**src/idtm_pkg.sv**
```systemverilog
package idtm_pkg;

   // cell coordinate width of every cell result
   localparam int CELL_BITS = 16;

   // divider geometry: quotient bits before a cell result clamps, dividend and divisor widths
   localparam int QBITS   = 17;
   localparam int NUM_W   = 53;
   localparam int DIV_W   = 51;
   localparam int NLANES  = 4;

   // pipeline geometry
   localparam int FRONT_STG = 5;
   localparam int DIV_STG   = QBITS + 1;
   localparam int NSTG      = FRONT_STG + DIV_STG + 1;

   // divider lanes
   localparam int LANE_LO_X = 0;
   localparam int LANE_LO_Y = 1;
   localparam int LANE_HI_X = 2;
   localparam int LANE_HI_Y = 3;

   typedef enum logic [1:0] {
      FUNC_TO_CELL   = 2'd0,
      FUNC_TO_SCREEN = 2'd1,
      FUNC_TO_NODE   = 2'd2,
      FUNC_BOUNDS    = 2'd3
   } func_type;

   typedef enum logic [2:0] {
      CSR_CELL_WIDTH  = 3'd0,
      CSR_CELL_HEIGHT = 3'd1,
      CSR_CAMERA_X    = 3'd2,
      CSR_CAMERA_Y    = 3'd3,
      CSR_ZOOM        = 3'd4
   } csr_index_type;

   typedef struct packed {
      func_type           func;
      logic signed [23:0] pos_x;
      logic signed [23:0] pos_y;
      logic signed [15:0] cell_in_x;
      logic signed [15:0] cell_in_y;
      logic [22:0]        view_w;
      logic [22:0]        view_h;
   } req_type;

   typedef struct packed {
      logic signed [23:0]          screen_x;
      logic signed [23:0]          screen_y;
      logic signed [CELL_BITS-1:0] cell_lo_x;
      logic signed [CELL_BITS-1:0] cell_lo_y;
      logic signed [CELL_BITS-1:0] cell_hi_x;
      logic signed [CELL_BITS-1:0] cell_hi_y;
      logic                        saturated;
   } rsp_type;

   // effective (zero taken as one) configuration plus derived z*w*h
   typedef struct packed {
      logic [12:0]        cell_w;
      logic [12:0]        cell_h;
      logic [15:0]        zoom;
      logic signed [23:0] cam_x;
      logic signed [23:0] cam_y;
      logic [41:0]        prod;
   } cfg_type;

   typedef struct packed {
      logic             neg;
      logic [NUM_W-1:0] mag;
   } num_type;

   typedef struct packed {
      logic             neg;
      logic             ovf;
      logic [QBITS-1:0] quo;
   } lane_res_type;

   typedef struct packed {
      func_type           func;
      logic signed [23:0] sx;
      logic signed [23:0] sy;
      logic               sat;
   } side_type;

endpackage

```
**src/idtm_div.sv**
```systemverilog
module idtm_div (
   input  logic                           clock,
   input  logic [idtm_pkg::DIV_STG-1:0]   en,
   input  idtm_pkg::num_type              num,
   input  logic [idtm_pkg::DIV_W-1:0]     dsr,
   output idtm_pkg::lane_res_type         res
);
   import idtm_pkg::*;

   localparam int EXT_W = DIV_W + QBITS;

   logic [NUM_W-1:0] rem_ff [DIV_STG];
   logic [QBITS-1:0] quo_ff [DIV_STG];
   logic             neg_ff [DIV_STG];
   logic             ovf_ff [DIV_STG];

   // first stage flags quotients too wide for the QBITS-bit quotient register
   always_ff @(posedge clock) begin
      if (en[0]) begin
         rem_ff[0] <= num.mag;
         quo_ff[0] <= '0;
         neg_ff[0] <= num.neg;
         ovf_ff[0] <= EXT_W'(num.mag) >= {dsr, QBITS'(0)};
      end
   end

   // one restoring quotient bit per stage, msb first
   for (genvar j = 1; j < DIV_STG; j++) begin : g_bit
      localparam int B = QBITS - j;
      logic [EXT_W-1:0] shifted;
      logic             ge;

      assign shifted = EXT_W'(dsr) << B;
      assign ge      = EXT_W'(rem_ff[j-1]) >= shifted;

      always_ff @(posedge clock) begin
         if (en[j]) begin
            rem_ff[j] <= ge ? NUM_W'(EXT_W'(rem_ff[j-1]) - shifted) : rem_ff[j-1];
            quo_ff[j] <= quo_ff[j-1] | (QBITS'(ge) << B);
            neg_ff[j] <= neg_ff[j-1];
            ovf_ff[j] <= ovf_ff[j-1];
         end
      end
   end

   assign res.neg = neg_ff[DIV_STG-1];
   assign res.ovf = ovf_ff[DIV_STG-1];
   assign res.quo = quo_ff[DIV_STG-1];

endmodule

```
**config.mk**
```make
export PLATFORM = sky130hd
export DESIGN_NAME = idtm_div
export DESIGN_NICKNAME = d
export VERILOG_FILES = /design/src/idtm_pkg.sv /design/src/idtm_div.sv
export SDC_FILE = /design/constraint.sdc
export NUM_CORES = 2
export LEC_CHECK = 0
export ABC_CLOCK_PERIOD_IN_PS = 5190
export BUFFER_PORTS_ARGS = -buffer_cell sky130_fd_sc_hd__buf_2
export CAP_MARGIN = 20
export CORE_UTILIZATION = 55
export CTS_CLUSTER_SIZE = 8
export DETAILED_ROUTE_END_ITERATION = 8
export PLACE_DENSITY = 0.74
export SETUP_SLACK_MARGIN = 0.02
export SYNTH_ARGS = -nofsm -noshare
export SYNTH_HDL_FRONTEND = slang
export SYNTH_SLANG_ARGS = --single-unit
```
**constraint.sdc**
```tcl
create_clock -name clock -period 5.19 [get_ports clock]
set_input_delay 1.557 -clock clock [delete_from_list [all_inputs] [get_ports clock]]
set_output_delay 1.557 -clock clock [all_outputs]
set_load 0.005 [all_outputs]
```
# After elaboration in Yosys (flattened, before gate mapping)
# Memory sizes are Yosys's and may differ from the RTL's.
# Cells that the tools add are included.
# W data, S select, Z words.
classes:
  add_sub_neg: 17
  mul: 0
  n_div: 0
  n_lt_le_gt_ge: 18
  n_eq_ne: 0
  shift: 0
  muxes: 53
  bitwise: 17
  n_reduce_logical: 0
op_table:
  columns: ["cell", "n"]
  rows:
  - ["$mux W53", 17]
  - ["$sub A53 B53 Y53", 15]
  - ["$ge A53 B68 Y1", 1]
  - ["$ge A53 B67 Y1", 1]
  - ["$ge A53 B66 Y1", 1]
  - ["$ge A53 B65 Y1", 1]
  - ["$ge A53 B64 Y1", 1]
  - ["$ge A53 B63 Y1", 1]
  - ["$ge A53 B62 Y1", 1]
  - ["$ge A53 B61 Y1", 1]
  - ["$ge A53 B60 Y1", 1]
  - ["$ge A53 B59 Y1", 1]
  - ["$ge A53 B58 Y1", 1]
  - ["$ge A53 B57 Y1", 1]
  - ["$ge A53 B56 Y1", 1]
  - ["$ge A53 B55 Y1", 1]
  - ["$ge A53 B54 Y1", 1]
  - ["$ge A53 B51 Y1", 1]
  - ["$ge A53 B52 Y1", 1]
  - ["$ge A53 B53 Y1", 1]
  - ["$sub A53 B51 Y53", 1]
  - ["$sub A53 B52 Y53", 1]
  - ["$mux W1", 36]
  - ["$or A17 B1 Y17", 1]
  - ["16 further kinds", 16]
word_totals:
  regBits: 0
  latchBits: 0
  ram_bits: 1296
  mem_bits_ro: 0
  in_bits: 124
  out_inout_bits: 19
  n_memories: 4
mem_list:
  columns: ["name", "depth", "word_bits", "rd", "rd_ports_with_merged_regs", "write_ports", "line_no", "source"]
  rows:
  - ["rem_ff", 18, 53, 17, 0, 18, "idtm_div.sv:12", "logic [NUM_W-1:0] rem_ff [DIV_STG];"]
  - ["quo_ff", 18, 17, 18, 0, 18, "idtm_div.sv:13", "logic [QBITS-1:0] quo_ff [DIV_STG];"]
  - ["neg_ff", 18, 1, 18, 0, 18, "idtm_div.sv:14", "logic neg_ff [DIV_STG];"]
  - ["ovf_ff", 18, 1, 18, 0, 18, "idtm_div.sv:15", "logic ovf_ff [DIV_STG];"]

# Depth between registers and ports, before layout
# An unclocked memory read counts as a cell.
logic_depth:
  ltp_word: 3
  depth_mapped: 17
  mapped_depth_nobuf: 15

# Worst setup path after synthesis
# Ideal clock, no wire load.
synth_timing:
  path_kind: "input-to-reg"
  from: "in dsr[1] (netlist bit)"
  to: "mem rem_ff[14][13] (data pin)"
  setup_ns: 0.260
  arrival_time_ns: 5.022
  t_required_ns: 4.930
  slack_ns: -0.092
  path_stages: 13
  n_path_buf: 1
  cell_sequence: "inv_1 > ha_1 > nor2b_1 > o31a_1 > o41a_1 > o21ai_0 > nand4_1 > a221oi_1 > a21oi_1 > a31oi_1 > o31a_1 > buf_2 > mux2_2"
synth_rtl:
  columns: ["item", "line_no", "source"]
  rows:
  - ["start: declaration", "idtm_div.sv:5", "input logic [idtm_pkg::DIV_W-1:0] dsr,"]
  - ["end: declaration", "idtm_div.sv:12", null]

==> impl_metrics.yaml <==
logic_synthesis:
  async_flop_share_pct: 0
  synthTopCellsByArea: "edfxtp_1 (40%), ha_1 (12%), a21oi_1 (5.4%)"
  synthesis.area_um2: 81600
  syn_nets: 9491
  avgSynthCellArea_um2: 9.54
  synth_cells: 8553
  ys.flop_type: "edfxtp_1"
  netlist-cell-type-count: 98
  synth_seq_cells: 1090
  synth_top_area_share_pct: 40.1
  ys_seq_area_share_pct: 40.1
  synth_edf_count: 1090
  synth_top_area_cell: "edfxtp_1"
  yosysWarnings: 0
floorplanning:
  initial_utilization_pct: 55.7
  core_area_um2: 146000
  die_y_um: 387
  pin_count: 143
  die_x_um: 387
  core.rowCount: 140
  dieArea_um2: 150000
critical_path:
  path_cells: "buf_2 -> inv_1 -> buf_12 -> ha_1 -> nand4_1 -> or4_1 -> or4_1 -> nor4_1 -> buf_4 -> o31ai_1 -> a311o_2 -> buf_4 -> nand2_1 -> o21ai_0"
  crit_path_max_incr_delay_ps: 560
  cp-end-kind: "flop"
  crit_type: "in -> reg"
  cp-start-kind: "input port"
  worst-endpoint-arrival_ps: 5320
  cp.required_ps: 5680
  critPathSlowestCell: "a311o_2"
  cp_max_fo: 36
worst_hold_path:
  min_path_type: "reg -> reg"
global_route:
  grt_max_degree: 72
  antenna_found_initial: 13
  grt_pass1_vias: 70000
  grt-ovfl-total: 0
  grt_usage_pct: 36.1
  grt_pass1_wl_mm: 414
clock_tree:
  cts.repair.resized: 0
  htreeDepth: 4
  clock_latency_ps: 820
  cts_sinks: 1090
  cts_buffers: 157
  cts_setup_buffers: 0
  ctsHoldBuffers: 0
  cts_buffer_depth: 3
  cts_tree: "done"
  path_clk_slew_ps: 50
  cts_root_buf: "clkbuf_16"
route:
  first_pass_iters: 6
  vias_per_cell: 6.25
  drtIter0Drc: 6597
  final_antenna_net_count: 0
  drcViolationCount: 0
  routedWlPerCell_um: 24.0
  drt-total-wl_mm: 278
  via_count: 72400
layout:
  post-route-util_pct: 66.5
  drive_gt1_share_pct: 17.2
  nets: 10600
  area_delta_synth_final_pct: 19.3
  final_cell_mix: "edfxtp_1 (1,090), buf_4 (1,021), nand2_1 (929)"
  mostFrequentLayoutCell: "edfxtp_1"
placed_design:
  port-buffer-count: 142
  place_congestion: 1.01
  post-place-ws_ps: -349
  hpwl_mm: 221
timing:
  setup_viol: 0
  max_freq_ghz: 0.207
  min_period_ps: 4830
  period_share_pct: 93.1
  rsz0062_at_grt: "false"
  setup_slack_ps: 358
  hold_violations: 0
  skew_ps: 72.6
  relSlewSlack_pct: 27.0
  maxSlewViolCount: 0
  worst_pin_slew_ps: 1090
pwr:
  leakage_nw: 41.9
  max-vdd-ir-drop_mv: 0.339
  power_density_nw_per_um2: 307
run:
  cap_violations: 0
outcome:
  status: "complete, no violations"
-- registers in the layout (all words and copies together) (netlist names) --
| name | flops |
|---|---|
| ovf_ff | 18 |
| neg_ff | 18 |
| quo_ff | 153 |
| rem_ff | 901 |
-- power breakdown --
part | switching, W | internal, W | total [W]
combinational | 0.00516 | 0.00409 | 0.00925
sequential | 0.000520 | 0.0106 | 0.0112
clock | 0.00404 | 0.00543 | 0.00948
-- worst max-delay path, delay by kind of cell --
family	cells	cell delay [ps]
adders and majority gates	1	490
and+or+nand+nor	5	1690
AOI/OAI and AO/OA	3	720
buffers and inverters	5	830
-- synth_stat cells (29+ instances only) --
cell type / number
buf_2: 41
and2_1: 40
nand2_1: 929
a211oi_1: 38
nor4_1: 59
o211ai_1: 40
xnor2_1: 351
o21bai_1: 114
nor2b_1: 116
xor2_1: 269
a21oi_1: 878
ha_1: 798
nor2_1: 498
mux2_2: 144
or3_1: 29
clkbuf_1: 258
edfxtp_1: 1090
o21a_1: 100
a31oi_1: 90
and3_1: 70
nand3_1: 143
nand4_1: 170
o31a_1: 29
nand2b_1: 68
inv_1: 262
o31ai_1: 66
o21ai_0: 862
nor3_1: 98
a21o_1: 442
-- per-stage QoR --
step	setup TNS, ps	power (W)	instance area (µm²)	hold WS (ps)	cells
after global placement	-61390	0.0202	92900	400	11400
after global routing	0	0.0312	97400	413	11600
after CTS	0	0.0298	97300	410	11600
final	0	0.0299	97400	412	11600
after floorplan	0	0.0168	81600	400	8553
after detailed placement	-86110	0.0203	92900	405	11400
-- final timing paths --
check	startpoint	endpoint	slack, ps	cells past startpoint
setup / recovery	dsr[43]	rem_ff[13][19]$_DFFE_PP_	360	14
hold / removal	ovf_ff[8]$_DFFE_PP_	ovf_ff[9]$_DFFE_PP_	410	0
setup reg to reg	rem_ff[12][47]$_DFFE_PP_	rem_ff[13][19]$_DFFE_PP_	930	11
hold reg to reg	ovf_ff[8]$_DFFE_PP_	ovf_ff[9]$_DFFE_PP_	410	0
-- per-layer routing --
layer / GRT usage [%] / up-vias / routed length [µm]
met4: 19.6 / 6 / 16800
met2: 59.8 / 2757 / 130000
met5: 0 / - / 49
li1: - / 34400 / -
met1: 45.4 / 34600 / 112000
met3: 5.35 / 679 / 19100
-- area by class of cell --
class	instances	area, µm²
inverter	263	991
antenna	3	7.51
fill	11800	49100
tap	1917	2400
multi-input combinational	6879	46700
clock inverter	22	419
sequential	1090	32700
clock buffer	167	3970
timing repair buffer	1248	10100
-- logic make-up (layout without fill, tap and decap cells) --
group           count (synthesis)  count (layout)  synth area share (%)
flops                        1090            1090                  40.1
compound gates               2957            2957                  22.3
simple gates                 2338            2338                  13.4
buf+inv                       584            1700                  2.83
fa+ha+maj                     814             814                  12.6
other cells                     0               3                     0
mux                           150             150                  2.07
xor+xnor                      620             620                  6.65
(Power assumes the default switching activity.)
