## src/idtm_pkg.sv

```systemverilog
package idtm_pkg;

   // cell coordinate width of every cell result
   localparam int CELL_BITS = 16;

   // divider geometry: quotient bits before a cell result clamps, dividend and divisor widths
   localparam int QBITS   = 17;
   localparam int NUM_W   = 53;
   localparam int DIV_W   = 51;
   localparam int NLANES  = 4;

   // pipeline geometry
   localparam int FRONT_STG = 5;
   localparam int DIV_STG   = QBITS + 1;
   localparam int NSTG      = FRONT_STG + DIV_STG + 1;

   // divider lanes
   localparam int LANE_LO_X = 0;
   localparam int LANE_LO_Y = 1;
   localparam int LANE_HI_X = 2;
   localparam int LANE_HI_Y = 3;

   typedef enum logic [1:0] {
      FUNC_TO_CELL   = 2'd0,
      FUNC_TO_SCREEN = 2'd1,
      FUNC_TO_NODE   = 2'd2,
      FUNC_BOUNDS    = 2'd3
   } func_type;

   typedef enum logic [2:0] {
      CSR_CELL_WIDTH  = 3'd0,
      CSR_CELL_HEIGHT = 3'd1,
      CSR_CAMERA_X    = 3'd2,
      CSR_CAMERA_Y    = 3'd3,
      CSR_ZOOM        = 3'd4
   } csr_index_type;

   typedef struct packed {
      func_type           func;
      logic signed [23:0] pos_x;
      logic signed [23:0] pos_y;
      logic signed [15:0] cell_in_x;
      logic signed [15:0] cell_in_y;
      logic [22:0]        view_w;
      logic [22:0]        view_h;
   } req_type;

   typedef struct packed {
      logic signed [23:0]          screen_x;
      logic signed [23:0]          screen_y;
      logic signed [CELL_BITS-1:0] cell_lo_x;
      logic signed [CELL_BITS-1:0] cell_lo_y;
      logic signed [CELL_BITS-1:0] cell_hi_x;
      logic signed [CELL_BITS-1:0] cell_hi_y;
      logic                        saturated;
   } rsp_type;

   // effective (zero taken as one) configuration plus derived z*w*h
   typedef struct packed {
      logic [12:0]        cell_w;
      logic [12:0]        cell_h;
      logic [15:0]        zoom;
      logic signed [23:0] cam_x;
      logic signed [23:0] cam_y;
      logic [41:0]        prod;
   } cfg_type;

   typedef struct packed {
      logic             neg;
      logic [NUM_W-1:0] mag;
   } num_type;

   typedef struct packed {
      logic             neg;
      logic             ovf;
      logic [QBITS-1:0] quo;
   } lane_res_type;

   typedef struct packed {
      func_type           func;
      logic signed [23:0] sx;
      logic signed [23:0] sy;
      logic               sat;
   } side_type;

endpackage

```

## src/idtm_csr.sv

```systemverilog
module idtm_csr (
   input  logic                  clock,
   input  logic                  reset,
   input  logic                  csr_we,
   input  logic [2:0]            csr_index,
   input  logic [23:0]           csr_wdata,
   output idtm_pkg::cfg_type     cfg
);
   import idtm_pkg::*;

   logic [12:0]        width_ff, height_ff;
   logic signed [23:0] cam_x_ff, cam_y_ff;
   logic [15:0]        zoom_ff;
   logic [12:0]        w_eff, h_eff;
   logic [15:0]        z_eff;
   logic [28:0]        zw_in, zw_ff;
   logic [41:0]        prod_in, prod_ff;

   always_ff @(posedge clock) begin
      if (reset) begin
         width_ff  <= 13'd128;
         height_ff <= 13'd64;
         cam_x_ff  <= '0;
         cam_y_ff  <= '0;
         zoom_ff   <= 16'd256;
      end else if (csr_we) begin
         case (csr_index)
            CSR_CELL_WIDTH:  width_ff  <= csr_wdata[12:0];
            CSR_CELL_HEIGHT: height_ff <= csr_wdata[12:0];
            CSR_CAMERA_X:    cam_x_ff  <= $signed(csr_wdata);
            CSR_CAMERA_Y:    cam_y_ff  <= $signed(csr_wdata);
            CSR_ZOOM:        zoom_ff   <= csr_wdata[15:0];
            default: begin
            end
         endcase
      end
   end

   assign w_eff = (width_ff == '0) ? 13'd1 : width_ff;
   assign h_eff = (height_ff == '0) ? 13'd1 : height_ff;
   assign z_eff = (zoom_ff == '0) ? 16'd1 : zoom_ff;

   // z*w*h over two registered multiplies, zw_ff then prod_ff, after the csr registers
   assign zw_in   = 29'(z_eff) * 29'(w_eff);
   assign prod_in = 42'(zw_ff) * 42'(h_eff);

   always_ff @(posedge clock) begin
      zw_ff   <= zw_in;
      prod_ff <= prod_in;
   end

   assign cfg.cell_w = w_eff;
   assign cfg.cell_h = h_eff;
   assign cfg.zoom   = z_eff;
   assign cfg.cam_x  = cam_x_ff;
   assign cfg.cam_y  = cam_y_ff;
   assign cfg.prod   = prod_ff;

endmodule

```

## config.mk

```make
export PLATFORM = sky130hd
export DESIGN_NAME = idtm_csr
export DESIGN_NICKNAME = d
export VERILOG_FILES = /design/src/idtm_pkg.sv /design/src/idtm_csr.sv
export SDC_FILE = /design/constraint.sdc
export NUM_CORES = 2
export LEC_CHECK = 0
export BUFFER_PORTS_ARGS = -buffer_cell sky130_fd_sc_hd__buf_4
export CORE_MARGIN = 2
export CORE_UTILIZATION = 30
export CTS_BUF_LIST = sky130_fd_sc_hd__clkbuf_8
export DETAILED_ROUTE_END_ITERATION = 7
export SYNTH_ARGS = -nofsm -noshare
export SYNTH_HDL_FRONTEND = slang
export SYNTH_SLANG_ARGS = --single-unit
```

## constraint.sdc

```tcl
create_clock -name clock -period 5.2 [get_ports clock]
set_clock_uncertainty 0.2 [all_clocks]
set_input_delay 1.56 -clock clock [delete_from_list [all_inputs] [get_ports clock]]
set_output_delay 1.56 -clock clock [all_outputs]
set_load 0.02 [all_outputs]
```

* After elaboration in Yosys (flattened, before gate mapping) *
Cells that the tools add are included.

word-level totals
  bits in registers = 161
  bits of input ports = 30
  word-level logic and storage cells = 25

cells by class
  $mul = 2
  equality and inequality tests = 4
  multiplexer cells = 3
  reduce and logical (&&, ||, !) cells = 9

operators with widths
  kind                                           count
  multiplier 29 x 13 -> 42 bit                   1
  multiplier 16 x 13 -> 29 bit                   1
  zero test 13 bit                               2
  two-way mux 13 bit                             2
  zero test 16 bit                               1
  two-way mux 16 bit                             1
  AND reduction 2 bit                            5
  == test 3 x 2 -> 1 bit, second input constant  2
  == test 3 x 1 -> 1 bit, second input constant  1
  == test 3 bit, second input constant           1
  zero test 3 bit                                1

* Depth between registers and ports, before layout *
  word-level depth = 3
  gate-level depth with buffers = 24
  gate-level depth less buffers = 23

* Worst setup path after synthesis *
OpenSTA, ideal clock, no wires.

  kind = register -> register
  start point = register zoom_ff[7]
  end point = register zw_ff[27]
  library setup time = 0.072 ns
  data arrival time = 5.437 ns
  data required time = 4.928 ns
  path slack = -0.510 ns
  stages on the path, launching flop included = 21
  path buffers = 1
  clock period less this slack = 5.710 ns
  cells stage by stage = dfxtp_1 nor4_1 a41o_1 clkbuf_1 nand2_1 fa_1 fa_1 fa_1 fa_1 fa_1 inv_1 ha_1 inv_1 o21bai_1 a2111o_1 a21oi_2 o31a_4 o21ai_2 nand2b_4 a221oi_2 xnor2_1

RTL lines
  item                    line            RTL
  start, declared         idtm_csr.sv:13  logic [15:0] zoom_ff;
  start signal, assigned  idtm_csr.sv:32  CSR_ZOOM: zoom_ff <= csr_wdata[15:0];
  end signal, assigned    idtm_csr.sv:48  zw_ff <= zw_in;
  end, declared           idtm_csr.sv:16  logic [28:0] zw_in, zw_ff;

* Final worst setup path *
  start point = register height_ff[4]
  end point = register prod_ff[40]

between the ends
  cells in the longest elaborated chain, start to end = 3

ends and longest elaborated chain
  item                            line            RTL
  start, declared                 idtm_csr.sv:11  logic [12:0] width_ff, height_ff;
  start signal, assigned          idtm_csr.sv:29  CSR_CELL_HEIGHT: height_ff <= csr_wdata[12:0];
  zero test 13 bit                idtm_csr.sv:40  assign h_eff = (height_ff == '0) ? 13'd1 : height_ff;
  two-way mux 13 bit *            idtm_csr.sv:40
  multiplier 29 x 13 -> 42 bit *  idtm_csr.sv:45  assign prod_in = 42'(zw_ff) * 42'(h_eff);
  named net prod_in[40]           idtm_csr.sv:17  logic [41:0] prod_in, prod_ff;
  end signal, assigned            idtm_csr.sv:49  prod_ff <= prod_in;
  end, declared                   idtm_csr.sv:17

Mark *: on every way through the listed nets, which the timed path passes. The rest lies on a longest branch.
A chain may end at the register's enable or synchronous reset.

==> implementation parameters <==
Parameter                              Value

Detailed routing
  Via density    around 4.5
  Number of optimization iterations in the first detailed-route pass    5
  Residual DRC count    0
  Post-DRT Antenna Nets    0
  Routed WL    about 63000 um
  Iter 0 DRT Violations    between 800 and 900
  Mean routed wirelength per cell    between 15 and 20 um
  Detailed-route via count    between 15000 and 20000

Logic synthesis
  Yosys warnings    0
  Area fraction of the dominant cell type after synthesis    0.3857
  EDFF count, synth    0
  Leading post-synthesis cells by cell area    sky130_fd_sc_hd__fa_1, sky130_fd_sc_hd__dfxtp_1, sky130_fd_sc_hd__inv_1, sky130_fd_sc_hd__ha_1, sky130_fd_sc_hd__nand2_1
  Parity-gate share of the synthesized area counting xor and xnor cells    0.02133
  Cells after Synth    2724
  Flops & latches, synth    approximately 160
  Share of flip-flops with an asynchronous set or reset after synthesis    0
  Register area share after synthesis    0.1377
  Post-synthesis share of cell area spent on full adders, half adders and majority gates    0.4718
  Syn nets    ~3400
  Average size of a mapped cell    ~8.6 um2
  Distinct cells, synth    60
  Synth Area in Simple Gates    0.1845
  Most common flop cell mapped by yosys    sky130_fd_sc_hd__dfxtp_1
  Combinational family with the most area after synthesis    adder cells
  Dominant cell type by area after synthesis    sky130_fd_sc_hd__fa_1
  Total standard cell area after synthesis    0.02341 mm2
  Compound-Gate Fraction of Synth Area    0.06863
  Mux share of post-synthesis cell area    0

Layout
  Most common cell after layout, fill and taps aside    sky130_fd_sc_hd__inv_1
  Area Growth Syn to Fin    29.87%
  Commonest cells after routing, fill and taps aside    sky130_fd_sc_hd__inv_1, sky130_fd_sc_hd__nand2_1, sky130_fd_sc_hd__buf_4
  Fraction of final layout cells sized beyond drive strength 1    0.2750
  Filler Cells Inserted    approximately 8000
  Number of nets in the layout    3731
  Non-Filler Cell Area, Final    0.03040 mm2

Clock network
  Number of buffers added by the clock tree synthesis step    17
  Hold bufs inserted after CTS    0
  Depth of the CTS H-tree    4
  Clk Tree Root Cell    sky130_fd_sc_hd__clkbuf_8
  CTS sink count    161
  CTS tree    yes
  Bufs on Longest Clock Path    2
  Clock slew at reported path FFs    ~120 ps
  Clock latency reported for the late side of the worst-skew pair    roughly 560 ps

Placed design
  DP Worst Slack    -641.7 ps
  Port Buf Inserts    between 150 and 200
  Post-place instance area    0.02771 mm2
  Detailed-placement wirelength estimate    just under 50000 um
  Final GP Congestion    0.8321

Floorplanning
  Overall die area    ~0.080 mm2
  Ports    about 160
  Starting density of the core    0.3027
  Core Box Area    between 0.07 and 0.08 mm2
  Total number of placement rows    102
  Die Span Y    roughly 280 um
  Horizontal die dimension    283.3 um

Worst setup path
  Class of the most critical setup path    flip-flop to flip-flop
  Data arrival time of the worst path    5880 ps
  Startpoint types    flip-flop
  Cell type group with the largest total delay on the critical path    adder cells
  Path length in cells of the critical path    23
  CP max FO    6
  Dominant cell type by count on the critical path    sky130_fd_sc_hd__fa_1
  CP Buf/Inv Count    7
  Cell count of the worst reg-to-reg path    23
  Slowest cell delay on critical path    around 550 ps
  Worst-path cell with the longest stage delay    sky130_fd_sc_hd__fa_1
  Element type at the critical path end    flip-flop
  Sequence of cells on the critical path    nor4_4, a41o_2, buf_12, buf_12, nand2_4, fa_1, inv_2, fa_1, fa_1, inv_1, fa_1, inv_2, ha_4, o21a_1, o211a_1, o2111ai_4, a31oi_4, buf_6, a21oi_4, o21ai_2, buf_4, a41oi_2, xnor2_1
  Critical Path RT    5450 ps

GRT
  Pin count of the biggest net entering global routing    between 90 and 100
  Via count of the first global-routing pass    between 15000 and 20000
  Antenna violations before repair    2
  Global-route wire length before repair    ~100000 um
  Grt ovf    0
  Global routing usage summed across all routing layers    0.1565

Hold path
  Hold Crit Class    flip-flop to flip-flop
  Worst hold path depth    2

STA
  Setup repair after global routing missed its margin    yes
  Setup ws final    -431.6 ps
  Number of setup violations in the final report    28
  Actual transition at the worst max-transition pin    1032 ps
  Count of final max-slew check failures    0
  Maximum operating frequency    177.6 MHz
  Worst slew margin relative to its limit    0.3103
  Final worst path period need    5632 ps
  Hold violation count in the final report    0
  Period utilization    1.083

Pwr
  Power density normalized to cell area    97.75 mW/mm2
  Leakage power    0.01502 uW
  Highest ir drop seen on vdd    between 0.1 and 0.15 mV
  Total design power    2972 uW

Status
  Violations in the final reports    setup timing
  Outcome    finished with violations

Run
  Max-cap violations    0
-- what timing repair did --
| action | in CTS | in global routing |
|---|---|---|
| gates resized for setup | 153 | 244 |
| endpoints found under the setup margin | 39 | 40 |
| gates cloned | 4 | 5 |
| setup buffers | 32 | 47 |
| pin swaps | 81 | 120 |
-- per-layer routing --
metal | vias to the layer above | track usage | part of all wire
met5 | - | 0 | 0
met4 | 0 | 0.03664 | 0.017
met3 | 65 | 0.02150 | 0.043
met2 | 401 | 0.2574 | 0.48
met1 | 9301 | 0.2178 | 0.46
li1 | 8790 | - | -
-- Yosys cell counts, types with 2 or more instances --
master	number
sky130_fd_sc_hd__nand3_1	13
sky130_fd_sc_hd__o21a_1	4
sky130_fd_sc_hd__inv_1	540
sky130_fd_sc_hd__a211oi_1	6
sky130_fd_sc_hd__a221oi_2	2
sky130_fd_sc_hd__a21oi_1	148
sky130_fd_sc_hd__or3_1	3
sky130_fd_sc_hd__nor4_1	8
sky130_fd_sc_hd__o2111ai_1	2
sky130_fd_sc_hd__nor2_1	36
sky130_fd_sc_hd__xnor2_1	44
sky130_fd_sc_hd__nand4_1	9
sky130_fd_sc_hd__a41o_1	2
sky130_fd_sc_hd__nand2b_1	2
sky130_fd_sc_hd__a211oi_2	2
sky130_fd_sc_hd__clkbuf_1	176
sky130_fd_sc_hd__ha_1	161
sky130_fd_sc_hd__a21o_1	27
sky130_fd_sc_hd__o21ai_0	12
sky130_fd_sc_hd__xor2_1	13
sky130_fd_sc_hd__and3_1	6
sky130_fd_sc_hd__a21oi_2	3
sky130_fd_sc_hd__o21bai_1	8
sky130_fd_sc_hd__buf_1	8
sky130_fd_sc_hd__nand3b_1	4
sky130_fd_sc_hd__o221ai_1	2
sky130_fd_sc_hd__dfxtp_1	161
sky130_fd_sc_hd__o21ai_2	3
sky130_fd_sc_hd__a31oi_2	2
sky130_fd_sc_hd__o211ai_1	2
sky130_fd_sc_hd__fa_1	451
sky130_fd_sc_hd__a31oi_1	4
sky130_fd_sc_hd__nor3_1	8
sky130_fd_sc_hd__o21ai_1	12
sky130_fd_sc_hd__or2_2	2
sky130_fd_sc_hd__and2_1	278
sky130_fd_sc_hd__a41oi_1	2
sky130_fd_sc_hd__o31ai_1	2
sky130_fd_sc_hd__nor2b_1	22
sky130_fd_sc_hd__nand2_1	514
-- tightest hold or removal path, delay by kind of cell (launching register included) --
kind / cells / cell delay, ps
DFF: 1 / 320
AOI/OAI and AO/OA: 1 / 50
and+or+nand+nor: 1 / 50
-- per-stage QoR --
stage	setup TNS (ps)	utilization	instances	hold WS, ps
2_1_floorplan	-682.3	-	2724	236.4
3_3_place_gp	-10440	0.3583	4031	242.8
3_5_place_dp	-11740	0.3583	4031	246.6
4_1_cts	-5800	0.3761	4097	261.9
5_1_grt	-12970	0.3931	4144	276.5
6_report	-7302	0.3931	4144	261.8
-- path summary, 6_finish.rpt --
check / start / endpoint / slack, ps
max: height_ff[4]$_SDFFE_PP0P_ / prod_ff[40]$_DFF_P_ / -430
min: cam_x_ff[6]$_SDFFE_PP0P_ / cam_x_ff[6]$_SDFFE_PP0P_ / 260
max reg2reg: height_ff[4]$_SDFFE_PP0P_ / prod_ff[40]$_DFF_P_ / -430
min reg2reg: cam_x_ff[6]$_SDFFE_PP0P_ / cam_x_ff[6]$_SDFFE_PP0P_ / 260
-- flip-flops by register name, indices dropped and copies added (netlist names) --
signal	count
cam_x_ff	24
cam_y_ff	24
height_ff	13
prod_ff	42
width_ff	13
zoom_ff	16
zw_ff	29
-- power breakdown --
group | internal [uW] | leakage, uW | total (uW) | switching (uW)
sequential | 1270 | 0.00132 | 1300 | 33.7
clock | 378 | 0.000213 | 1010 | 635
combinational | 296 | 0.0135 | 657 | 361
total | 1940 | 0.0150 | 2970 | 1030
-- kinds of logic after synthesis --
kind of cell               Yosys count
buffers and inverters              724
AOI/OAI and AO/OA                  259
adders and majority gates          612
xor gates and xnor gates            57
DFF                                161
and+or+nand+nor                    911
-- cell type report --
type                       count  area [um2]  share of cell area
multi-input combinational   1839       18730              0.6162
timing repair buffer         530        4608              0.1516
sequential                   161        3297              0.1085
inverter                     540        2027             0.06668
tap                         1040        1301             0.04281
clock buffer                  17       234.0            0.007697
clock inverter                15       193.9            0.006380
antenna                        2       5.005           0.0001646
Note: power is estimated with default switching activity, not from simulation.
